===== src/design/pcsb_pkg.sv =====
// ----------------------------------------------------------------------------
// pcsb_pkg: shared types and constants for the scan binner
// Payload structs, status codes, register indexes, the controller to
// datapath command and status bundles, and the arctangent step table.
// ----------------------------------------------------------------------------
package pcsb_pkg;

  localparam int NUM_BINS      = 1024;
  localparam int CLIFF_NEAR_MM = 0;
  localparam int CLIFF_FAR_MM  = 65535;
  localparam logic [15:0] EMPTY_MARK = 16'hFFFF;

  localparam int BIN_W = $clog2(NUM_BINS);
  localparam int RB_W  = (BIN_W > 10) ? BIN_W : 10;

  // iterative unit sizes
  localparam int SQ_IN_W    = 56;
  localparam int SQ_ROOT_W  = 28;
  localparam int SQ_REM_W   = 31;
  localparam int DIV_W      = 28;
  localparam int CORD_STEPS = 14;
  localparam int CORD_W     = 27;
  localparam int ANG_W      = 17;
  localparam int STEP_W     = 5;

  // register indexes
  localparam logic [2:0] CFG_CAMERA_HEIGHT = 3'd0;
  localparam logic [2:0] CFG_GROUND_LEVEL  = 3'd1;
  localparam logic [2:0] CFG_HEIGHT_LOW    = 3'd2;
  localparam logic [2:0] CFG_HEIGHT_HIGH   = 3'd3;
  localparam logic [2:0] CFG_NEAR_LIMIT    = 3'd4;
  localparam logic [2:0] CFG_FAR_LIMIT     = 3'd5;
  localparam logic [2:0] CFG_START_ANGLE   = 3'd6;
  localparam logic [2:0] CFG_ANGLE_STEP    = 3'd7;

  localparam logic OP_ACCUM = 1'b0;
  localparam logic OP_READ  = 1'b1;

  typedef enum logic [2:0] {
    ST_READ       = 3'd0,
    ST_CLOSER     = 3'd1,
    ST_NOT_CLOSER = 3'd2,
    ST_HEIGHT_REJ = 3'd3,
    ST_RANGE_REJ  = 3'd4,
    ST_ANGLE_REJ  = 3'd5
  } bin_status_t;

  typedef struct packed {
    logic              operation;
    logic signed [15:0] x_mm;
    logic signed [15:0] y_mm;
    logic signed [15:0] z_mm;
    logic [9:0]        read_bin;
  } in_item_t;

  typedef struct packed {
    bin_status_t status;
    logic [9:0]  bin;
    logic [15:0] range_mm;
  } out_item_t;

  typedef enum logic [1:0] {ADDR_CLR, ADDR_READ, ADDR_IDX} mem_addr_sel_t;
  typedef enum logic [2:0] {RNG_ZERO, RNG_MAX, RNG_ROOT, RNG_QUOT, RNG_KEEP, RNG_MEM} rng_sel_t;
  typedef enum logic [1:0] {BSEL_ZERO, BSEL_READ, BSEL_IDX} bin_sel_t;

  typedef struct packed {
    logic              capture;
    logic              sq_load;
    logic              sq_step;
    logic              div_ld_rng;
    logic              div_ld_bin;
    logic              div_step;
    logic              cord_load;
    logic              cord_step;
    logic [STEP_W-1:0] step;
    logic              mem_rd;
    logic              mem_we;
    mem_addr_sel_t     addr_sel;
    logic              wr_empty;
    logic [BIN_W-1:0]  clr_addr;
    logic              idx_load;
    logic              res_we;
    bin_status_t       res_status;
    rng_sel_t          res_rng;
    bin_sel_t          res_bin;
    logic              out_load;
  } pcsb_cmd_t;

  typedef struct packed {
    logic is_read;
    logic height_rej;
    logic zero_z;
    logic cliff;
    logic lim_rej;
    logic ang_rej;
    logic closer;
  } pcsb_sts_t;

  // atan(2^-i) in rad*8192
  function automatic logic signed [ANG_W-1:0] cordic_angle(input logic [STEP_W-1:0] i);
    logic signed [ANG_W-1:0] a;
    case (i)
      5'd0:    a = 17'sd6434;
      5'd1:    a = 17'sd3798;
      5'd2:    a = 17'sd2007;
      5'd3:    a = 17'sd1019;
      5'd4:    a = 17'sd511;
      5'd5:    a = 17'sd256;
      5'd6:    a = 17'sd128;
      5'd7:    a = 17'sd64;
      5'd8:    a = 17'sd32;
      5'd9:    a = 17'sd16;
      5'd10:   a = 17'sd8;
      5'd11:   a = 17'sd4;
      5'd12:   a = 17'sd2;
      5'd13:   a = 17'sd1;
      default: a = 17'sd0;
    endcase
    return a;
  endfunction

endpackage


===== src/design/pcsb_ctrl.sv =====
// ----------------------------------------------------------------------------
// pcsb_ctrl: scan binner controller
// Sequences the memory clear, the point pipeline steps and the output
// register handoff.
// ----------------------------------------------------------------------------
module pcsb_ctrl (
  input  logic                clk,
  input  logic                rst_n,
  input  logic                in_valid,
  output logic                in_stall,
  output logic                out_valid,
  input  logic                out_stall,
  input  pcsb_pkg::pcsb_sts_t sts_i,
  output pcsb_pkg::pcsb_cmd_t cmd_o
);
  import pcsb_pkg::*;

  typedef enum logic [4:0] {
    S_CLEAR, S_IDLE, S_DECODE, S_SUM, S_MUL, S_SQLD, S_SQRT, S_LIM, S_DIVR,
    S_RNG, S_CLD, S_CORD, S_ANG, S_DIVB, S_BIDX, S_MRD, S_CMP, S_RDDONE, S_OUT
  } state_t;

  localparam logic [STEP_W-1:0] SQ_LAST   = STEP_W'(SQ_ROOT_W - 1);
  localparam logic [STEP_W-1:0] DIV_LAST  = STEP_W'(DIV_W - 1);
  localparam logic [STEP_W-1:0] CORD_LAST = STEP_W'(CORD_STEPS - 1);
  localparam logic [BIN_W-1:0]  CLR_LAST  = BIN_W'(NUM_BINS - 1);

  state_t            state_r, state_nxt;
  logic [STEP_W-1:0] cnt_r, cnt_nxt;
  logic [BIN_W-1:0]  clr_cnt_r, clr_cnt_nxt;
  logic              out_valid_r, out_valid_nxt;
  logic              out_free;

  assign out_free  = !out_valid_r || !out_stall;
  assign in_stall  = state_r != S_IDLE;
  assign out_valid = out_valid_r;

  always_comb begin
    state_nxt   = state_r;
    cnt_nxt     = cnt_r;
    clr_cnt_nxt = clr_cnt_r;
    cmd_o       = '0;
    cmd_o.step     = cnt_r;
    cmd_o.clr_addr = clr_cnt_r;
    cmd_o.addr_sel = ADDR_IDX;
    cmd_o.res_status = ST_READ;
    cmd_o.res_rng  = RNG_KEEP;
    cmd_o.res_bin  = BSEL_ZERO;

    case (state_r)
      S_CLEAR: begin
        cmd_o.mem_we   = 1'b1;
        cmd_o.wr_empty = 1'b1;
        cmd_o.addr_sel = ADDR_CLR;
        clr_cnt_nxt    = clr_cnt_r + 1'b1;
        if (clr_cnt_r == CLR_LAST) state_nxt = S_IDLE;
      end
      S_IDLE: begin
        if (in_valid) begin
          cmd_o.capture = 1'b1;
          state_nxt     = S_DECODE;
        end
      end
      S_DECODE: begin
        cmd_o.addr_sel = ADDR_READ;
        if (sts_i.is_read) begin
          cmd_o.mem_rd = 1'b1;
          state_nxt    = S_RDDONE;
        end else if (sts_i.height_rej) begin
          cmd_o.res_we     = 1'b1;
          cmd_o.res_status = ST_HEIGHT_REJ;
          cmd_o.res_rng    = RNG_ZERO;
          state_nxt        = S_OUT;
        end else if (sts_i.zero_z) begin
          cmd_o.res_we     = 1'b1;
          cmd_o.res_status = ST_RANGE_REJ;
          cmd_o.res_rng    = RNG_MAX;
          state_nxt        = S_OUT;
        end else begin
          state_nxt = S_SUM;
        end
      end
      S_SUM: state_nxt = S_MUL;
      S_MUL: state_nxt = S_SQLD;
      S_SQLD: begin
        cmd_o.sq_load = 1'b1;
        cnt_nxt       = '0;
        state_nxt     = S_SQRT;
      end
      S_SQRT: begin
        cmd_o.sq_step = 1'b1;
        cnt_nxt       = cnt_r + 1'b1;
        if (cnt_r == SQ_LAST) state_nxt = S_LIM;
      end
      S_LIM: begin
        if (sts_i.cliff) begin
          cmd_o.div_ld_rng = 1'b1;
          cnt_nxt          = '0;
          state_nxt        = S_DIVR;
        end else begin
          cmd_o.res_we     = 1'b1;
          cmd_o.res_rng    = RNG_ROOT;
          cmd_o.res_status = ST_RANGE_REJ;
          state_nxt        = sts_i.lim_rej ? S_OUT : S_CLD;
        end
      end
      S_DIVR: begin
        cmd_o.div_step = 1'b1;
        cnt_nxt        = cnt_r + 1'b1;
        if (cnt_r == DIV_LAST) state_nxt = S_RNG;
      end
      S_RNG: begin
        cmd_o.res_we     = 1'b1;
        cmd_o.res_rng    = RNG_QUOT;
        cmd_o.res_status = ST_RANGE_REJ;
        state_nxt        = sts_i.lim_rej ? S_OUT : S_CLD;
      end
      S_CLD: begin
        cmd_o.cord_load = 1'b1;
        cnt_nxt         = '0;
        state_nxt       = S_CORD;
      end
      S_CORD: begin
        cmd_o.cord_step = 1'b1;
        cnt_nxt         = cnt_r + 1'b1;
        if (cnt_r == CORD_LAST) state_nxt = S_ANG;
      end
      S_ANG: begin
        if (sts_i.ang_rej) begin
          cmd_o.res_we     = 1'b1;
          cmd_o.res_status = ST_ANGLE_REJ;
          state_nxt        = S_OUT;
        end else begin
          cmd_o.div_ld_bin = 1'b1;
          cnt_nxt          = '0;
          state_nxt        = S_DIVB;
        end
      end
      S_DIVB: begin
        cmd_o.div_step = 1'b1;
        cnt_nxt        = cnt_r + 1'b1;
        if (cnt_r == DIV_LAST) state_nxt = S_BIDX;
      end
      S_BIDX: begin
        cmd_o.idx_load = 1'b1;
        state_nxt      = S_MRD;
      end
      S_MRD: begin
        cmd_o.mem_rd = 1'b1;
        state_nxt    = S_CMP;
      end
      S_CMP: begin
        cmd_o.res_we     = 1'b1;
        cmd_o.res_bin    = BSEL_IDX;
        cmd_o.res_status = sts_i.closer ? ST_CLOSER : ST_NOT_CLOSER;
        cmd_o.mem_we     = sts_i.closer;
        state_nxt        = S_OUT;
      end
      S_RDDONE: begin
        cmd_o.res_we     = 1'b1;
        cmd_o.res_status = ST_READ;
        cmd_o.res_rng    = RNG_MEM;
        cmd_o.res_bin    = BSEL_READ;
        cmd_o.addr_sel   = ADDR_READ;
        cmd_o.mem_we     = 1'b1;
        cmd_o.wr_empty   = 1'b1;
        state_nxt        = S_OUT;
      end
      S_OUT: begin
        if (out_free) begin
          cmd_o.out_load = 1'b1;
          state_nxt      = S_IDLE;
        end
      end
      default: state_nxt = S_IDLE;
    endcase

    out_valid_nxt = (out_valid_r && out_stall) || cmd_o.out_load;
  end

  always_ff @(posedge clk) begin
    if (!rst_n) begin
      state_r     <= S_CLEAR;
      cnt_r       <= '0;
      clr_cnt_r   <= '0;
      out_valid_r <= 1'b0;
    end else begin
      state_r     <= state_nxt;
      cnt_r       <= cnt_nxt;
      clr_cnt_r   <= clr_cnt_nxt;
      out_valid_r <= out_valid_nxt;
    end
  end

  a_load_free : assert property (@(posedge clk) disable iff (!rst_n)
    cmd_o.out_load |-> (!out_valid_r || !out_stall)) else $error("output overwritten");
  a_accept_decode : assert property (@(posedge clk) disable iff (!rst_n)
    (in_valid && !in_stall) |=> state_r == S_DECODE) else $error("accept without decode");
  a_sqrt_bound : assert property (@(posedge clk) disable iff (!rst_n)
    state_r == S_SQRT |-> cnt_r <= SQ_LAST) else $error("root step count overrun");

endmodule


===== config.mk =====
export PLATFORM = sky130hd
export DESIGN_NAME = pcsb_ctrl
export DESIGN_NICKNAME = d
export VERILOG_FILES = /design/src/design/pcsb_pkg.sv /design/src/design/pcsb_ctrl.sv
export SDC_FILE = /design/constraint.sdc
export NUM_CORES = 1
export LEC_CHECK = 0
export BUFFER_PORTS_ARGS = -buffer_cell sky130_fd_sc_hd__buf_2
export CAP_MARGIN = 20
export CORE_ASPECT_RATIO = 2
export CORE_UTILIZATION = 35
export CTS_CLUSTER_SIZE = 20
export DETAILED_ROUTE_END_ITERATION = 10
export GPL_TIMING_DRIVEN = 0
export PLACE_DENSITY = 0.56
export SYNTH_ARGS = -nofsm -noshare
export SYNTH_HDL_FRONTEND = slang
export SYNTH_SLANG_ARGS = --single-unit
export TNS_END_PERCENT = 5

===== constraint.sdc =====
create_clock -name clk -period 4.35 [get_ports clk]
set_input_delay 0 -clock clk [delete_from_list [all_inputs] [get_ports clk]]
set_output_delay 0 -clock clk [all_outputs]
set_load 0.005 [all_outputs]

### Word level (Yosys, flattened, before mapping)

Cells that the tools add are included.

* register bits: 21
* bits in latches: 0
* memory bits (writable): 0
* bits in read-only memories: 0
* input bits: 11
* output and inout port bits: 41
* logic and storage cells: 97
* memories: 0

* add/subtract/negate cells: 2
* multiply operators: 0
* divide/modulo/power cells: 0
* $lt $le $gt $ge: 0
* equal/unequal tests: 31
* shift-type cells: 0
* mux-type cells: 45
* bitwise gates (word level): 0
* reductions and logical operators: 15

Operators by type and width (number)
* 5-bit case mux with 18 select lines: 1
* 5-bit two-way mux: 15
* 5-bit by 4-bit equality test with 1-bit output, second input constant: 9
* 7-bit two-way mux: 4
* 4-bit case mux with 6 select lines: 1
* 5-bit by 3-bit equality test with 1-bit output, second input constant: 4
* 5-bit equality test, second input constant: 4
* 5-bit case mux with 4 select lines: 1
* 2-bit inequality test, second input constant: 9
* 1-bit two-way mux: 16
* 3-bit case mux with 4 select lines: 1
* 10-bit by 1-bit adder with 10-bit output, second input constant: 1
* 10-bit equality test, second input constant: 1
* 5-bit by 2-bit equality test with 1-bit output, second input constant: 2
* 2-bit OR reduction: 5
* 2-bit case mux with 2 select lines: 2
* 7-bit AND reduction: 1
* 5-bit by 1-bit adder with 5-bit output, second input constant: 1
* 5-bit by 1-bit equality test with 1-bit output, second input constant: 1
* 5-bit zero test: 1
* 5-bit by 1-bit inequality test with 1-bit output, second input constant: 1
* 4-bit two-way mux: 1
* 1-bit case mux with 2 select lines: 2
* 4-bit nonzero test: 1
* other kinds (6): 8

### Depth between registers and ports, before layout

Gate-level depths: netlist of run 1.

* depth after elaboration: 5
* mapped depth: 8
* depth with buffers taken out: 7

### Worst setup path after synthesis of run 1

Ideal clock, no wire load.

* path kind: register to register
* from: register state_r[3]
* to: register state_r[1]
* setup time: 0.125 ns
* arrival time: 1.642 ns
* data required time: 4.225 ns
* slack: 2.583 ns
* cell stages (with the launch flop): 8
* buffers on the path: 2
* period minus slack after synthesis: 1.767 ns
* path through: dfxtp_1 -> buf_2 -> nor2b_4 -> and3_4 -> o21a_1 -> or4_1 -> clkbuf_1 -> mux2i_1

* longest elaborated chain between the ends: 3
* elaborated cells on any way between the ends: 29
* those cells by class: 25 x eq/ne; 1 x mux; 3 x reduce/logical

Ends and longest elaborated chain
* start, declared: line pcsb_ctrl.sv:28 `state_t state_r, state_nxt;`
* start signal, assigned: line pcsb_ctrl.sv:188 `state_r <= state_nxt;`
* 5-bit equality test, or another cell as far along: line pcsb_ctrl.sv:50 `case (state_r)`
* 2-bit OR reduction (no source line) or 2-bit inequality test (tied branches)
* 5-bit case mux with 18 select lines or 7-bit AND reduction (tied branches)

Parallel ways exist; a longest one is shown, timed or not.
A chain may end at the register's enable or synchronous reset.

### Worst setup path in the final report of run 1

* from: register state_r[1]
* to: register state_r[2]

The elaborated chain is that of the path after synthesis.

==> results of run 1 <==
final timing paths:
check                                               start  slack (ns)                   endpoint
worst max-delay path              state_r[1]$_SDFFE_PN0P_        2.11    state_r[2]$_SDFFE_PN0P_
worst min-delay path                             sts_i[2]        0.02    state_r[4]$_SDFFE_PN0P_
worst max register to register    state_r[1]$_SDFFE_PN0P_        2.11    state_r[2]$_SDFFE_PN0P_
worst min register to register  clr_cnt_r[5]$_SDFFE_PN0P_        0.50  clr_cnt_r[5]$_SDFFE_PN0P_
layout make-up:
class                   count  area [um^2]
well taps                  54         67.6
multi-input cells         167         1040
flip-flops and latches     21          420
clock buffers               4         45.0
inverters                   8         30.0
fillers                   480         2370
repair buffers             51          255
plain buffers              15         73.8
power by group:
part	leakage [nW]	total, W	internal (W)	switching [W]
Sequential	0.170	0.000224	0.000206	0.0000184
Combinational	0.738	0.000203	0.0000854	0.000118
Clock	0.0228	0.000130	0.0000654	0.0000646
Total	0.930	0.000557	0.000356	0.000201
metrics by stage:
stage | utilization | worst slack [ns] | std cells | power (W)
final | 0.449 | 2.11 | 320 | 0.000557
after global routing | 0.449 | 1.89 | 320 | 0.000599
after CTS | 0.449 | 2.13 | 320 | 0.000564
after detailed placement | 0.439 | 2.15 | 316 | 0.000430
after global placement | 0.439 | 2.12 | 316 | 0.000430
after floorplan | - | 2.58 | 211 | 0.000362
kinds of logic (layout without fill, tap and decap cells):
logic type,after synthesis,after routing,share of synthesized area
simple gates,107,107,0.377
xor+xnor,8,8,0.0448
flops,21,21,0.269
buf+inv,23,78,0.0665
mux,3,3,0.0192
compound gates,46,46,0.199
fa+ha+maj,3,3,0.0240
cell usage in the layout (no fill, tap or decap), types with 4 or more instances in the layout:
cell and n:
buf_2 55, dfxtp_1 21, xor2_1 5, nor3_1 8, clkbuf_1 7, a21oi_1 12, o21ai_0 7, and3_1 5
or3_1 5, nand3_1 11, inv_1 7, nor2_1 22, nand4_1 4, nand2_1 26
registers in the layout (all words and copies together), names as in the netlist:
name       count
cnt_r          5
state_r        5
clr_cnt_r     10
out_valid      1
synth_stat cells, types with 3 or more instances:
cell type	instances
nor3_1	8
o21ai_0	7
and3_1	5
nand3_1	11
nor2_1	22
or3_1	5
a311oi_1	3
clkbuf_1	6
mux2i_1	3
nand4_1	4
a41oi_1	3
a31oi_1	3
dfxtp_1	21
nand2_1	26
xor2_1	5
ha_1	3
inv_1	7
a211oi_1	3
nor2b_1	3
nand2b_1	3
a21oi_1	12
buf_2	4
xnor2_1	3
worst register-to-register path, stage by stage, from the launching register on:
cell and delay [ns]:
dfxtp_1 0.30, buf_2 0.16, nor2_1 0.54, a21boi_0 0.19, nor3_1 0.27, or4b_1 0.53, mux2i_1 0.18
per-layer routing:
layer / vias to the layer above / GRT usage
li1: 876 / -
met1: 822 / 0.238
met2: 68 / 0.408
met3: 15 / 0.0235
met4: 0 / 0.127
met5: - / 0
==> results_dict.tcl, run 1 <==
set metrics [dict create \
    status "complete, no violations" \
    ys_warn_count 0 \
    clockBufferDepth 2 \
    row_count 34 \
    end_kind "register" \
    power_leakage_nw 0.930 \
    final_cell_area_mm2 0.00193 \
    finalCritPeriodShare 0.515 \
    placed_area_mm2 0.00189 \
    yosysUniqueCellTypes 56 \
    m1WireLength_um 1920 \
    rr_worst_depth 6 \
    drt_iter0_drc 40 \
    maxSlewHeadroom 0.559 \
    drc_errors 0 \
    crit_fanout 10 \
    final_nets 281 \
    hold_path.class "in2reg" \
    synth_top_area_frac 0.269 \
    antenna_found_initial 0 \
    dp_hpwl_um 3950 \
    cp.required_ns 4.54 \
    setup_violations 0 \
    max_cap_violations 0 \
    grt_max_degree 12 \
    post_drt_wl_per_cell_um 15.6 \
    avgSynthCellArea_um2 7.41 \
    clk_pin_slew_ns 0.08 \
    whs_path_depth 3 \
    detail-route-antenna-nets 0 \
    synth_edf_count 0 \
    cp_top_family "simple AND/OR/NAND/NOR gates" \
    antenna_cells 0 \
    fp.coreArea_mm2 0.00430 \
    peakVddDrop_mv 0.166 \
    hold_viol_final 0 \
    finalWirelength_um 4980 \
    async_flop_share 0 \
    layout_min_cycle_time_ns 2.24 \
    critical_path_arrival_ns 2.43 \
    die-height_um 96.5 \
    synth_ff_type "dfxtp_1" \
    portBuffers 51 \
    chipWidth_um 49.3 \
    vias 1781 \
    gp_congestion 0.964 \
    syn_nets 225 \
    grt_util_all_layers 0.220 \
    postCtsSetupRepairBufs 0 \
    timing.setup.tns_ns 0 \
    max_stage_delay_ns 0.54 \
    cts_resized 0 \
    yosys.area.top_type "dfxtp_1" \
    yosysSeqAreaShare 0.269 \
    htreeDepth 1 \
    drive_above_1_share 0.259 \
    clock-skew-final_ns 0.00298 \
    grt_pass1_wl_um 7920 \
    cts_buffers 3 \
    maxSlewViolCount 0 \
    netlist_instances 211 \
    synth_area_leaders "dfxtp_1 27%, nand2_1 6.2%, nor2_1 5.3%" \
    met3_length_um 249 \
    syn_area_mm2 0.00156 \
    root_buffer "clkbuf_8" \
    cts_sinks 21 \
    pin_count 52 \
    crit_chain "buf_2, nor2_1, a21boi_0, nor3_1, or4b_1, mux2i_1" \
    initial_core_util 0.364 \
    clk_latency_ns 0.26 \
    dieArea_mm2 0.00475 \
    critPathKind "reg2reg" \
    cts.hold.buffers_added 0 \
    startpoint_type "register" \
    overflow 0 \
    area_delta_synth_final_pct 23.5 \
    grt_pass1_vias 1628 \
    worst_pin_slew_ns 0.659 \
    dr.pass1.iters 4 \
    rsz0062_at_grt "no" \
    met2_length_um 2610 \
    p_per_area_mw_per_mm2 288 \
    via_per_inst 5.57 \
    worst-path-buf-inv 1 \
    highest_layer "met4" \
    fmax_mhz 447 \
    holdWs_ns 0.0186 \
    crit_cells 6 \
    tritoncts "done" \
    slowest_stage "nor2_1" \
    ys_ff_latch 21 \
]
Power figures use the tool's default switching activity.
==> run 2: changes to the inputs <==
--- a/config.mk
+++ b/config.mk
@@ -5,6 +5,7 @@
 export SDC_FILE = /design/constraint.sdc
 export NUM_CORES = 1
 export LEC_CHECK = 0
+export ABC_AREA = 1
 export BUFFER_PORTS_ARGS = -buffer_cell sky130_fd_sc_hd__buf_2
 export CAP_MARGIN = 20
 export CORE_ASPECT_RATIO = 2
@@ -12,7 +13,7 @@
 export CTS_CLUSTER_SIZE = 20
 export DETAILED_ROUTE_END_ITERATION = 10
 export GPL_TIMING_DRIVEN = 0
-export PLACE_DENSITY = 0.56
+export PLACE_DENSITY = 0.58
 export SYNTH_ARGS = -nofsm -noshare
 export SYNTH_HDL_FRONTEND = slang
 export SYNTH_SLANG_ARGS = --single-unit
==> constraint.sdc (replaced) <==
create_clock -name clk -period 1.9 [get_ports clk]
set_input_delay 0 -clock clk [delete_from_list [all_inputs] [get_ports clk]]
set_output_delay 0 -clock clk [all_outputs]
set_load 0.005 [all_outputs]
==> run 2 against run 1 <==
Clock-buffer cell count down 1. First-iteration DRC count down 5.0%. Clock skew up 0.0018 ns. Largest cell class unchanged.
==> results_dict.tcl, run 2 <==
set metrics [dict create \
    timing.rr.end "cnt_r[4]$_SDFFE_PN0P_" \
    rr_worst_depth 8 \
    finalWirelength_um 4970 \
    die-height_um 98.5 \
    yosysUniqueCellTypes 30 \
    row_count 34 \
    dr.pass1.iters 4 \
    initial_core_util 0.368 \
    grt_pass1_vias 1817 \
    grt_max_degree 13 \
    area_delta_synth_final_pct 24.4 \
    peakVddDrop_mv 0.539 \
    cp.required_ns 1.90 \
    post_drt_wl_per_cell_um 12.7 \
    hold-path-endpoint "out_valid$_SDFF_PN0_" \
    final_common_cell "nand2_1" \
    yosysSeqAreaShare 0.258 \
    cts_resized 0 \
    max_cap_violations 0 \
    syn_area_mm2 0.00163 \
    timing.setup.tns_ns 0 \
    dp.cells 388 \
    utilization 0.458 \
    fp.coreArea_mm2 0.00442 \
    detail-route-antenna-nets 0 \
    largest_reg_flops 10 \
    dp_worst_setup_slack_ns 0.166 \
    critPathKind "reg2out" \
    power_leakage_nw 1.15 \
    startpoint_type "register" \
    top_register "clr_cnt_r" \
    gp_congestion 0.956 \
    worstReg2RegStart "state_r[2]$_SDFFE_PN0P_" \
    worst_pin_slew_ns 0.484 \
    avgSynthCellArea_um2 5.74 \
    whs_path_depth 3 \
    status "complete, no violations" \
    setup_slack_ns 0.0975 \
    drc_errors 0 \
    postCtsSetupRepairBufs 0 \
    async_flop_share 0 \
    fin_cells 392 \
    cts.hold.buffers_added 0 \
    maxSlewHeadroom 0.677 \
    antenna_cells 0 \
    vias 1941 \
    via_per_inst 4.95 \
    regToRegSetupSlack_ns 0.17 \
    final_nets 353 \
    synth_most_common_cell "nand2_1" \
    drt_iter0_drc 38 \
    drive_above_1_share 0.225 \
    htreeDepth 1 \
    clk_pin_slew_ns 0.08 \
    grt_pass1_wl_um 7800 \
    finalCritPeriodShare 0.949 \
    ys_warn_count 0 \
    critical_path_arrival_ns 1.80 \
    chipWidth_um 50.2 \
    overflow 0 \
    cts_buffers 3 \
    end_kind "primary output" \
    hold_viol_final 0 \
    dieArea_mm2 0.00495 \
    root_buffer "clkbuf_8" \
    clk_latency_ns 0.26 \
    yosys.area.top_type "dfxtp_1" \
    portBuffers 50 \
    synth_ff_type "dfxtp_1" \
    synth_top_area_frac 0.258 \
    clockBufferDepth 2 \
    min_from "out_stall" \
    synth_area_leaders "dfxtp_1 26%, nand2_1 16%, nor2_1 13%" \
    synth_commonest_cells "71 x nand2_1, 55 x nor2_1, 39 x inv_1" \
    setup_violations 0 \
    cts_sinks 21 \
    final_cell_mix "71 x nand2_1, 52 x nor2_1, 50 x buf_2" \
    tritoncts "done" \
    clock-skew-final_ns 0.00479 \
    holdWs_ns 0.00217 \
    antenna_found_initial 0 \
    fmax_mhz 555 \
    ys_ff_latch 21 \
    syn_nets 298 \
    netlist_instances 284 \
    maxSlewViolCount 0 \
    layout_min_cycle_time_ns 1.80 \
    crit_fanout 7 \
    synth_edf_count 0 \
    rsz0062_at_grt "yes" \
    p_per_area_mw_per_mm2 714 \
    dp_hpwl_um 4130 \
    hold_path.class "in2reg" \
    grt_util_all_layers 0.208 \
    reg_top3 "clr_cnt_r: 10 flops, cnt_r: 5 flops, state_r: 5 flops" \
    pin_count 52 \
]
-- run 2: cell types whose count changed after synthesis, moves of 4 or more --
cell | previous run | this run
clkbuf_1 | 6 | 2
nand3_1 | 11 | 24
nand2_1 | 26 | 71
and3_1 | 5 | 1
a21oi_1 | 12 | 16
or3_1 | 5 | 0
nor2_2 | 0 | 6
inv_1 | 7 | 39
nor2_1 | 22 | 55
-- run 2: metal layers --
metal,global-route usage,vias to the layer above,part of all wire
met2,0.416,54,0.57
met1,0.182,864,0.36
li1,-,1008,-
met3,0.0123,15,0.024
met4,0.141,0,0.047
met5,0,-,0
-- run 2: how the worst max path moves through the flow --
| stage | startpoint | slack, ns | end | cells after the start |
|---|---|---|---|---|
| 6_report | state_r[2]$_SDFFE_PN0P_ | 0.1 | cmd_o[8] | 7 |
| 5_1_grt | state_r[1]$_SDFFE_PN0P_ | -0.02 | cmd_o[7] | 10 |
| 4_1_cts | state_r[1]$_SDFFE_PN0P_ | 0.04 | cmd_o[7] | 10 |
| 3_5_place_dp | state_r[1]$_SDFFE_PN0P_ | 0.17 | clr_cnt_r[7]$_SDFFE_PN0P_ | 7 |
| 3_3_place_gp | state_r[1]$_SDFFE_PN0P_ | 0.18 | cnt_r[2]$_SDFFE_PN0P_ | 10 |
| 2_1_floorplan | state_r[1]$_SDFFE_PN0P_ | 0.52 | clr_cnt_r[9]$_SDFFE_PN0P_ | 7 |
-- run 2: worst max-delay path, cell delays in order (launching register included) --
cell     delay (ns)
dfxtp_1        0.51
nand2_1        0.28
nor2_2         0.21
nand2_1        0.16
inv_1          0.14
nor2_2         0.07
nand3_1        0.07
buf_2          0.10
-- run 2: cell families after synthesis --
group	synth area share
simple gates	0.479
buf+inv	0.114
fa+ha+maj	0.0230
flops	0.258
xor+xnor	0.0269
compound gates	0.0999
-- run 2: area by class of cell --
| cell class | count | area [um^2] |
|---|---|---|
| Clock inverter | 1 | 5.00 |
| Timing Repair Buffer | 50 | 250 |
| Clock buffer | 3 | 41.3 |
| Fill cell | 532 | 2400 |
| Tap cell | 54 | 67.6 |
| Multi-Input combinational cell | 216 | 1050 |
| Sequential cell | 21 | 420 |
| Inverter | 42 | 158 |
| Buffer | 5 | 30.0 |
-- run 2: stage by stage --
step                cell area (um^2)  total power [W]
CTS                             1990          0.00144
global route                    2030          0.00156
detailed placement              1950          0.00115
global placement                1950          0.00114
floorplan                       1630         0.000926
finish                          2030          0.00145
-- run 2: power breakdown --
group / total (W) / internal, W / switching, W / leakage [nW]
combinational: 0.000647 / 0.000227 / 0.000420 / 0.959
clock: 0.000293 / 0.000146 / 0.000147 / 0.0255
sequential: 0.000508 / 0.000477 / 0.0000312 / 0.170
